### src/hw/rtl/string_to_integer_parser_assert.svh
// ---------------------------------------------------------------------------
// String-to-integer parser assertion macros
// Concurrent checks that compile away when SYNTHESIS is defined.
// ---------------------------------------------------------------------------
`ifndef STRING_TO_INTEGER_PARSER_ASSERT_SVH
`define STRING_TO_INTEGER_PARSER_ASSERT_SVH

`ifndef SYNTHESIS
// same-cycle implication
`define STIP_ASSERT_IMP(label, ante, cons, msg) \
   label: assert property (@(posedge clock) disable iff (reset) (ante) |-> (cons)) \
      else $error(msg);
// next-cycle implication
`define STIP_ASSERT_NXT(label, ante, cons, msg) \
   label: assert property (@(posedge clock) disable iff (reset) (ante) |=> (cons)) \
      else $error(msg);
`else
`define STIP_ASSERT_IMP(label, ante, cons, msg)
`define STIP_ASSERT_NXT(label, ante, cons, msg)
`endif

`endif

### src/hw/rtl/stip_pkg.sv
// ---------------------------------------------------------------------------
// stip_pkg
// Types and character constants of the string-to-integer parser.
// ---------------------------------------------------------------------------
package stip_pkg;

   localparam int ACC_W   = 64;
   localparam int RADIX_W = 6;
   localparam int PROD_W  = ACC_W + RADIX_W;
   localparam int OFS_W   = 16;

   localparam logic [7:0] CH_SPACE = 8'h20;
   localparam logic [7:0] CH_MINUS = 8'h2D;
   localparam logic [7:0] CH_PLUS  = 8'h2B;
   localparam logic [7:0] CH_ZERO  = 8'h30;
   localparam logic [7:0] CH_NINE  = 8'h39;
   localparam logic [7:0] CH_LX    = 8'h78;
   localparam logic [7:0] CH_UX    = 8'h58;
   localparam logic [7:0] CH_UA    = 8'h41;
   localparam logic [7:0] CH_UZ    = 8'h5A;
   localparam logic [7:0] CH_LA    = 8'h61;
   localparam logic [7:0] CH_LZ    = 8'h7A;
   localparam logic [7:0] CH_UA_BASE = CH_UA - 8'd10;
   localparam logic [7:0] CH_LA_BASE = CH_LA - 8'd10;
   localparam logic [7:0] NO_DIGIT = 8'hFF;

   localparam logic [RADIX_W-1:0] RADIX_AUTO = 6'd0;
   localparam logic [RADIX_W-1:0] RADIX_OCT  = 6'd8;
   localparam logic [RADIX_W-1:0] RADIX_DEC  = 6'd10;
   localparam logic [RADIX_W-1:0] RADIX_HEX  = 6'd16;

   localparam logic [ACC_W-1:0] POS_LIMIT = 64'h7FFF_FFFF_FFFF_FFFF;
   localparam logic [ACC_W-1:0] NEG_LIMIT = 64'h8000_0000_0000_0000;
   localparam logic [OFS_W-1:0] OFS_MAX   = 16'hFFFF;

   typedef enum logic [2:0] {
      PH_DONE   = 3'd0,
      PH_LEAD   = 3'd1,
      PH_SIGNED = 3'd2,
      PH_ZERO   = 3'd3,
      PH_DIGITS = 3'd4
   } phase_type;

   typedef struct packed {
      logic [7:0]         ch;
      logic               first;
      logic [RADIX_W-1:0] base;
   } req_type;

   typedef struct packed {
      logic signed [ACC_W-1:0] value;
      logic [OFS_W-1:0]        end_offset;
      logic                    overflow;
      logic                    got_digits;
   } rsp_type;

   typedef struct packed {
      phase_type          phase;
      logic               negative;
      logic [RADIX_W-1:0] radix;
      logic [ACC_W-1:0]   accum;
      logic               overflowed;
      logic               seen_digit;
   } ctx_type;

   function automatic logic [7:0] digit_of(input logic [7:0] ch);
      logic [7:0] d;
      d = NO_DIGIT;
      if (ch >= CH_ZERO && ch <= CH_NINE) d = ch - CH_ZERO;
      else if (ch >= CH_UA && ch <= CH_UZ) d = ch - CH_UA_BASE;
      else if (ch >= CH_LA && ch <= CH_LZ) d = ch - CH_LA_BASE;
      return d;
   endfunction

endpackage

### src/hw/rtl/stip_step.sv
// ---------------------------------------------------------------------------
// stip_step
// One character step: prefix/sign handling, digit accumulate with overflow
// detect, and result formatting on the terminating character.
// ---------------------------------------------------------------------------
module stip_step #(
   parameter int POS_BITS = 16
) (
   input  stip_pkg::req_type      item,
   input  stip_pkg::ctx_type      ctx,
   input  logic [POS_BITS-1:0]    pos,
   output stip_pkg::ctx_type      ctx_next,
   output logic [POS_BITS-1:0]    pos_next,
   output logic                   emit,
   output stip_pkg::rsp_type      result
);

   stip_pkg::ctx_type                 cur;
   stip_pkg::ctx_type                 pre;
   logic [POS_BITS-1:0]               cur_pos;
   logic                              take;
   logic [7:0]                        d_val;
   logic [stip_pkg::RADIX_W-1:0]      r_eff;
   logic [stip_pkg::PROD_W-1:0]       prod;
   logic [stip_pkg::ACC_W-1:0]        limit;
   logic [31:0]                       pos_wide;

   assign d_val = stip_pkg::digit_of(item.ch);

   // start of string resets context; then the prefix/sign decision
   always_comb begin
      cur     = ctx;
      cur_pos = pos;
      if (item.first) begin
         cur.phase      = stip_pkg::PH_LEAD;
         cur.negative   = 1'b0;
         cur.radix      = item.base;
         cur.accum      = '0;
         cur.overflowed = 1'b0;
         cur.seen_digit = 1'b0;
         cur_pos        = '0;
      end
      pre  = cur;
      take = 1'b0;
      unique case (cur.phase)
         stip_pkg::PH_LEAD, stip_pkg::PH_SIGNED: begin
            if (cur.phase == stip_pkg::PH_LEAD && item.ch == stip_pkg::CH_SPACE) begin
               pre.phase = stip_pkg::PH_LEAD;
            end else if (cur.phase == stip_pkg::PH_LEAD && item.ch == stip_pkg::CH_MINUS) begin
               pre.negative = 1'b1;
               pre.phase    = stip_pkg::PH_SIGNED;
            end else if (cur.phase == stip_pkg::PH_LEAD && item.ch == stip_pkg::CH_PLUS) begin
               pre.phase = stip_pkg::PH_SIGNED;
            end else if (item.ch == stip_pkg::CH_ZERO &&
                         (cur.radix == stip_pkg::RADIX_AUTO ||
                          cur.radix == stip_pkg::RADIX_HEX)) begin
               pre.phase = stip_pkg::PH_ZERO;
            end else begin
               if (cur.radix == stip_pkg::RADIX_AUTO) pre.radix = stip_pkg::RADIX_DEC;
               pre.phase = stip_pkg::PH_DIGITS;
               take      = 1'b1;
            end
         end
         stip_pkg::PH_ZERO: begin
            pre.phase = stip_pkg::PH_DIGITS;
            if (item.ch == stip_pkg::CH_LX || item.ch == stip_pkg::CH_UX) begin
               pre.radix = stip_pkg::RADIX_HEX;
            end else begin
               if (cur.radix == stip_pkg::RADIX_AUTO) pre.radix = stip_pkg::RADIX_OCT;
               pre.accum      = '0;
               pre.seen_digit = 1'b1;
               take           = 1'b1;
            end
         end
         stip_pkg::PH_DIGITS: begin
            take = 1'b1;
         end
         default: begin
            pre.phase = stip_pkg::PH_DONE;
         end
      endcase
   end

   assign r_eff = (pre.radix == stip_pkg::RADIX_AUTO) ? stip_pkg::RADIX_DEC : pre.radix;
   assign limit = pre.negative ? stip_pkg::NEG_LIMIT : stip_pkg::POS_LIMIT;
   // accum never exceeds 2^63, so the product fits without wrap
   assign prod  = stip_pkg::PROD_W'(pre.accum) * stip_pkg::PROD_W'(r_eff)
                + stip_pkg::PROD_W'(d_val);
   assign pos_wide = 32'(cur_pos);

   always_comb begin
      ctx_next = pre;
      emit     = 1'b0;
      if (take) begin
         if (d_val >= 8'(r_eff)) begin
            emit           = 1'b1;
            ctx_next.phase = stip_pkg::PH_DONE;
         end else begin
            if (pre.overflowed || prod > stip_pkg::PROD_W'(limit))
               ctx_next.overflowed = 1'b1;
            else
               ctx_next.accum = prod[stip_pkg::ACC_W-1:0];
            ctx_next.seen_digit = 1'b1;
         end
      end

      pos_next = cur_pos;
      if (ctx_next.phase != stip_pkg::PH_DONE && !(&cur_pos))
         pos_next = cur_pos + 1'b1;

      if (pre.overflowed)
         result.value = $signed(limit);
      else if (pre.negative)
         result.value = $signed(stip_pkg::ACC_W'(0) - pre.accum);
      else
         result.value = $signed(pre.accum);
      if (!pre.seen_digit)
         result.end_offset = '0;
      else if (pos_wide > 32'(stip_pkg::OFS_MAX))
         result.end_offset = stip_pkg::OFS_MAX;
      else
         result.end_offset = pos_wide[stip_pkg::OFS_W-1:0];
      result.overflow   = pre.overflowed;
      result.got_digits = pre.seen_digit;
   end

endmodule

### src/hw/rtl/string_to_integer_parser.sv
// ---------------------------------------------------------------------------
// string_to_integer_parser
// Streaming signed 64-bit integer parser, one character per request.
// ---------------------------------------------------------------------------
// A terminating character passes from the request register through the step
// unit into the result register, which holds rsp_valid high until rsp_ready.
// Throughput: one request per cycle; the step unit (64x6 multiply-add and
// limit compare) sits between the request register and the result register.
// A held result stalls the request register only, one entry deep.
// Reset: parser idle, characters ignored until a request with first set.
module string_to_integer_parser #(
   parameter int POS_BITS = 16
) (
   input  logic              clock,
   input  logic              reset,
   input  logic              req_valid,
   output logic              req_ready,
   input  stip_pkg::req_type req_payload,
   output logic              rsp_valid,
   input  logic              rsp_ready,
   output stip_pkg::rsp_type rsp_payload
);

`include "string_to_integer_parser_assert.svh"

   stip_pkg::req_type     in_ff;
   logic                  in_valid_ff, in_valid_in;
   stip_pkg::ctx_type     ctx_ff, ctx_in;
   logic [POS_BITS-1:0]   pos_ff, pos_in;
   stip_pkg::rsp_type     rsp_ff;
   logic                  rsp_valid_ff, rsp_valid_in;

   stip_pkg::ctx_type     step_ctx;
   logic [POS_BITS-1:0]   step_pos;
   logic                  step_emit;
   stip_pkg::rsp_type     step_rsp;
   logic                  advance;

   stip_step #(.POS_BITS(POS_BITS)) u_step (
      .item     (in_ff),
      .ctx      (ctx_ff),
      .pos      (pos_ff),
      .ctx_next (step_ctx),
      .pos_next (step_pos),
      .emit     (step_emit),
      .result   (step_rsp)
   );

   assign advance   = in_valid_ff && (!rsp_valid_ff || rsp_ready);
   assign req_ready = !in_valid_ff || advance;
   assign rsp_valid = rsp_valid_ff;
   assign rsp_payload = rsp_ff;

   always_comb begin
      in_valid_in = in_valid_ff;
      if (req_valid && req_ready) in_valid_in = 1'b1;
      else if (advance)           in_valid_in = 1'b0;

      ctx_in = ctx_ff;
      pos_in = pos_ff;
      if (advance) begin
         ctx_in = step_ctx;
         pos_in = step_pos;
      end

      rsp_valid_in = rsp_valid_ff;
      if (advance && step_emit) rsp_valid_in = 1'b1;
      else if (rsp_ready)       rsp_valid_in = 1'b0;
   end

   always_ff @(posedge clock) begin
      if (reset) begin
         in_valid_ff        <= 1'b0;
         rsp_valid_ff       <= 1'b0;
         ctx_ff.phase       <= stip_pkg::PH_DONE;
         ctx_ff.negative    <= 1'b0;
         ctx_ff.radix       <= '0;
         ctx_ff.accum       <= '0;
         ctx_ff.overflowed  <= 1'b0;
         ctx_ff.seen_digit  <= 1'b0;
         pos_ff             <= '0;
      end else begin
         in_valid_ff  <= in_valid_in;
         rsp_valid_ff <= rsp_valid_in;
         ctx_ff       <= ctx_in;
         pos_ff       <= pos_in;
      end
   end

   always_ff @(posedge clock) begin
      if (req_valid && req_ready) in_ff <= req_payload;
      if (advance && step_emit)   rsp_ff <= step_rsp;
   end

   `STIP_ASSERT_NXT(a_emit_delivered, advance && step_emit, rsp_valid_ff, "result lost")
   `STIP_ASSERT_NXT(a_no_phantom, !rsp_valid_ff && !(advance && step_emit), !rsp_valid_ff, "unexpected result")
   `STIP_ASSERT_IMP(a_accum_range, 1'b1, ctx_ff.accum <= stip_pkg::NEG_LIMIT, "accumulator out of range")
   `STIP_ASSERT_IMP(a_no_digit_zero, rsp_valid_ff && !rsp_ff.got_digits, rsp_ff.value == 0 && rsp_ff.end_offset == 0 && !rsp_ff.overflow, "empty parse not zero")
   `STIP_ASSERT_IMP(a_sat_value, rsp_valid_ff && rsp_ff.overflow, rsp_ff.value == $signed(stip_pkg::POS_LIMIT) || rsp_ff.value == $signed(stip_pkg::NEG_LIMIT), "overflow not saturated")

endmodule

### config.mk
export PLATFORM = sky130hd
export DESIGN_NAME = string_to_integer_parser
export DESIGN_NICKNAME = d
export VERILOG_FILES = /design/src/hw/rtl/stip_pkg.sv /design/src/hw/rtl/stip_step.sv /design/src/hw/rtl/string_to_integer_parser.sv
export VERILOG_INCLUDE_DIRS = /design/src /design/src/hw/rtl
export SDC_FILE = /design/constraint.sdc
export NUM_CORES = 2
export LEC_CHECK = 0
export ABC_AREA = 0
export ABC_CLOCK_PERIOD_IN_PS = 22800
export BUFFER_PORTS_ARGS = -buffer_cell sky130_fd_sc_hd__buf_2
export CORE_MARGIN = 3
export CORE_UTILIZATION = 50
export DETAILED_ROUTE_END_ITERATION = 7
export PLACE_DENSITY = 0.66
export RECOVER_POWER = 100
export SYNTH_ARGS = -nofsm -noshare
export SYNTH_HDL_FRONTEND = slang
export SYNTH_HIERARCHICAL = 1
export SYNTH_SLANG_ARGS = --single-unit
### constraint.sdc
create_clock -name clock -period 22.8 [get_ports clock]
set_clock_uncertainty 0.15 [all_clocks]
set_input_delay 3.42 -clock clock [delete_from_list [all_inputs] [get_ports clock]]
set_output_delay 3.42 -clock clock [all_outputs]
set_load 0.005 [all_outputs]
==> impl_metrics.py <==
metrics = {
    "status": {
        "status": "finished, violations left",
        "violations": "max-capacitance violations, max-slew violations",
    },
    "place": {
        "dp_hpwl_um": 62200,
        "preCtsSetupSlack_ps": 9470,
        "place.gp.congestion": 0.957,
        "numPortBuffers": 102,
        "placed_area_mm2": 0.0273,
    },
    "clocking": {
        "cts_sinks": 191,
        "cts_hold_buf": 0,
        "clock_path_buffers": 2,
        "cts_resized": 0,
        "post-cts-setup-buffers": 0,
        "cts_htree_levels": 4,
        "root_buffer": "clkbuf_16",
        "cts_tree": "built",
        "cts_buffers": 17,
        "insertion_delay_ps": 500,
        "cts.clk_slew.worst_paths_ps": 70,
    },
    "timing": {
        "min_period_ps": 17020,
        "fmax_mhz": 58.7,
        "rsz0062_at_grt": "false",
        "hold_slack_ps": 331,
        "maxSlewHeadroom_pct": -230,
        "fin_crit_sh_pct": 74.7,
        "tns_ps": 0,
        "slew_viol_final": 665,
        "hold_violations": 0,
        "setup_violations": 0,
        "setup_ws_ps": 5780,
        "tightestPinTransition_ps": 4950,
    },
    "die": {
        "fp-row-count": 83,
        "io_pins": 103,
        "die_w_um": 237,
        "die_y_um": 237,
        "initial_utilization_pct": 51.2,
        "core_mm2": 0.0520,
        "die_area_mm2": 0.0560,
    },
    "global_routing": {
        "antenna_found_initial": 1,
        "grt.overflow.total": 0,
        "grt_max_degree": 123,
        "grtUsageTotal_pct": 29.5,
        "grt_pass1_vias": 23300,
        "grt_pass1_wl_um": 131000,
    },
    "power": {
        "p_sw_uw": 235,
        "pwr-share-seq_pct": 47.1,
        "clockPowerShare_pct": 40.6,
        "powerDensity_mw_per_mm2": 28.6,
        "p_leak_uw": 0.0129,
        "vdd_drop_max_uv": 61.2,
        "swShare_pct": 29.6,
        "p_int_uw": 557,
        "p_comb_share_pct": 12.3,
    },
    "critical_path": {
        "critPathRequiredTime_ps": 22990,
        "critPathMostFrequentCell": "nor2_1",
        "start_kind": "flip-flop",
        "crit_type": "flip-flop to flip-flop",
        "endpoint_kind": "flip-flop",
        "path_max_fanout": 47,
        "crit_arrival_ps": 17210,
        "max_stage_delay_ps": 1960,
        "cpMaxStageDelayCell": "clkbuf_1",
    },
    "flow_run": {
        "drv_cap": 13,
    },
    "logic_synthesis": {
        "syn_area_per_cell_um2": 8.33,
        "synth_cells": 3194,
        "synth_edf_count": 97,
        "synth_top_cell_by_area": "fa_1",
        "ys_async_sr_fraction_pct": 0,
        "synth_warnings": 6,
        "synth_fp_nets": 3691,
        "synth_top_cell_area_share_pct": 19.1,
        "syn_area_mm2": 0.0266,
        "synth_cell_types": 85,
        "yosysSeqAreaShare_pct": 18.0,
        "synth.area.top_cells": "fa_1 (19%), edfxtp_1 (11%), ha_1 (11%), dfxtp_1 (7.1%), nand2_1 (5.8%)",
        "synth_ff_type": "edfxtp_1",
        "ys_ff_latch": 191,
    },
    "routing": {
        "ant_nets": 0,
        "dr.pass1.iters": 5,
        "remaining_drc_errors": 0,
        "wl_um": 82700,
        "wl_per_cell_um": 21.5,
        "routed_via_density": 6.05,
        "vias": 23300,
        "drt_iter0_markers": 2182,
    },
    "cells_and_area": {
        "fin_area_mm2": 0.0277,
        "syn_to_final_growth_pct": 4.22,
        "drive_gt1_share_pct": 4.83,
        "nets": 3651,
        "layout_commonest_cell": "nand2_1",
        "post-route-util_pct": 53.3,
        "final_cell_mix": "nand2_1 (413), inv_1 (298), nor2_1 (286), fa_1 (254), ha_1 (224)",
    },
    "worst_hold_path": {
        "hold_class": "flip-flop to flip-flop",
    },
}
-- metal layers --
metal	wire (um)	share of wire (%)	track usage, %	vias to the layer above
li1	-	-	-	10700
met1	34700	42	39.4	11400
met2	38700	47	48.3	1072
met3	6930	8.4	5.87	144
met4	2400	2.9	9.62	0
met5	0	0	0	-
-- critical path, delay by kind of cell, from the launching register on --
kind,cells,cell delay (ps)
multiplexers,2,500
XOR/XNOR,1,170
AO/OA/AOI/OAI,8,1410
AND/OR/NAND/NOR,17,5130
adder cells (fa/ha/maj),6,2760
flip-flops,1,320
buffers and inverters,7,6380
-- sequential cells by signal, summed over array words and instances (netlist names) --
name and count:
rsp_payload 82, in_valid_ff 1, rsp_valid 1, pos_ff 16
ctx_ff 76, in_ff 15
-- cell families after synthesis --
logic type               count (synthesis)  synth area share, %
adder cells (fa/ha/maj)                478                 29.6
multiplexers                           167                 6.55
AND/OR/NAND/NOR                       1235                 22.3
AO/OA/AOI/OAI                          546                 12.9
buffers and inverters                  491                 7.71
flip-flops                             191                 18.0
XOR/XNOR                                86                 2.83
-- power groups by stage --
stage | clock network, uW | registers (uW) | logic [uW]
finish | 322 | 373 | 97.4
global route | 340 | 374 | 104
CTS | 328 | 372 | 97.1
detailed placement | 0 | 380 | 96.8
global placement | 0 | 380 | 95.2
floorplan | 0 | 380 | 64.0
-- path summary, 6_finish.rpt --
check / from / to / slack (ps) / cells past startpoint
worst max-delay path: in_ff[6] / ctx_ff[8] / 5780 / 41
worst min-delay path: ctx_ff[65] / ctx_ff[65] / 330 / 2
worst max register to register: in_ff[6] / ctx_ff[8] / 5780 / 41
worst min register to register: ctx_ff[65] / ctx_ff[65] / 330 / 2
-- Yosys cell counts (6+ instances only) --
master and count:
a31oi_1 23, nand4_1 42, o21bai_1 14, inv_1 298, o41ai_1 7, nor2b_1 18, buf_2 7, and3_1 20
nor4_1 12, nand3_1 54, o21a_1 18, a21oi_1 191, mux2_1 37, buf_1 10, mux2_2 20, and2_1 74
a21o_1 40, dfxtp_1 94, ha_1 224, clkbuf_1 154, nand2b_1 201, or4_1 6, nor3_1 53, nand2_1 414
mux2i_1 110, fa_1 254, o31ai_1 10, nor2_1 287, o211ai_1 10, xor2_1 39, or3_1 22, buf_12 9
xnor2_1 47, o22ai_1 7, o221ai_1 23, a211oi_1 13, o21ai_0 123, edfxtp_1 97, o21ai_1 9, or2_2 7
-- final cells by class --
class / count / area (um^2)
fillers: 4925 / 24300
multi-input cells: 2512 / 19700
flip-flops and latches: 191 / 4790
inverters: 302 / 1130
well taps: 680 / 851
repair buffers: 130 / 614
clock buffers: 18 / 450
clock inverters: 14 / 148
diodes: 1 / 2.50
-- through the flow --
step	std cells	power (uW)
global route	3847	818
detailed placement	3815	477
global placement	3815	475
CTS	3847	798
finish	3848	792
floorplan	3194	444
Power figures use the tool's default switching activity.
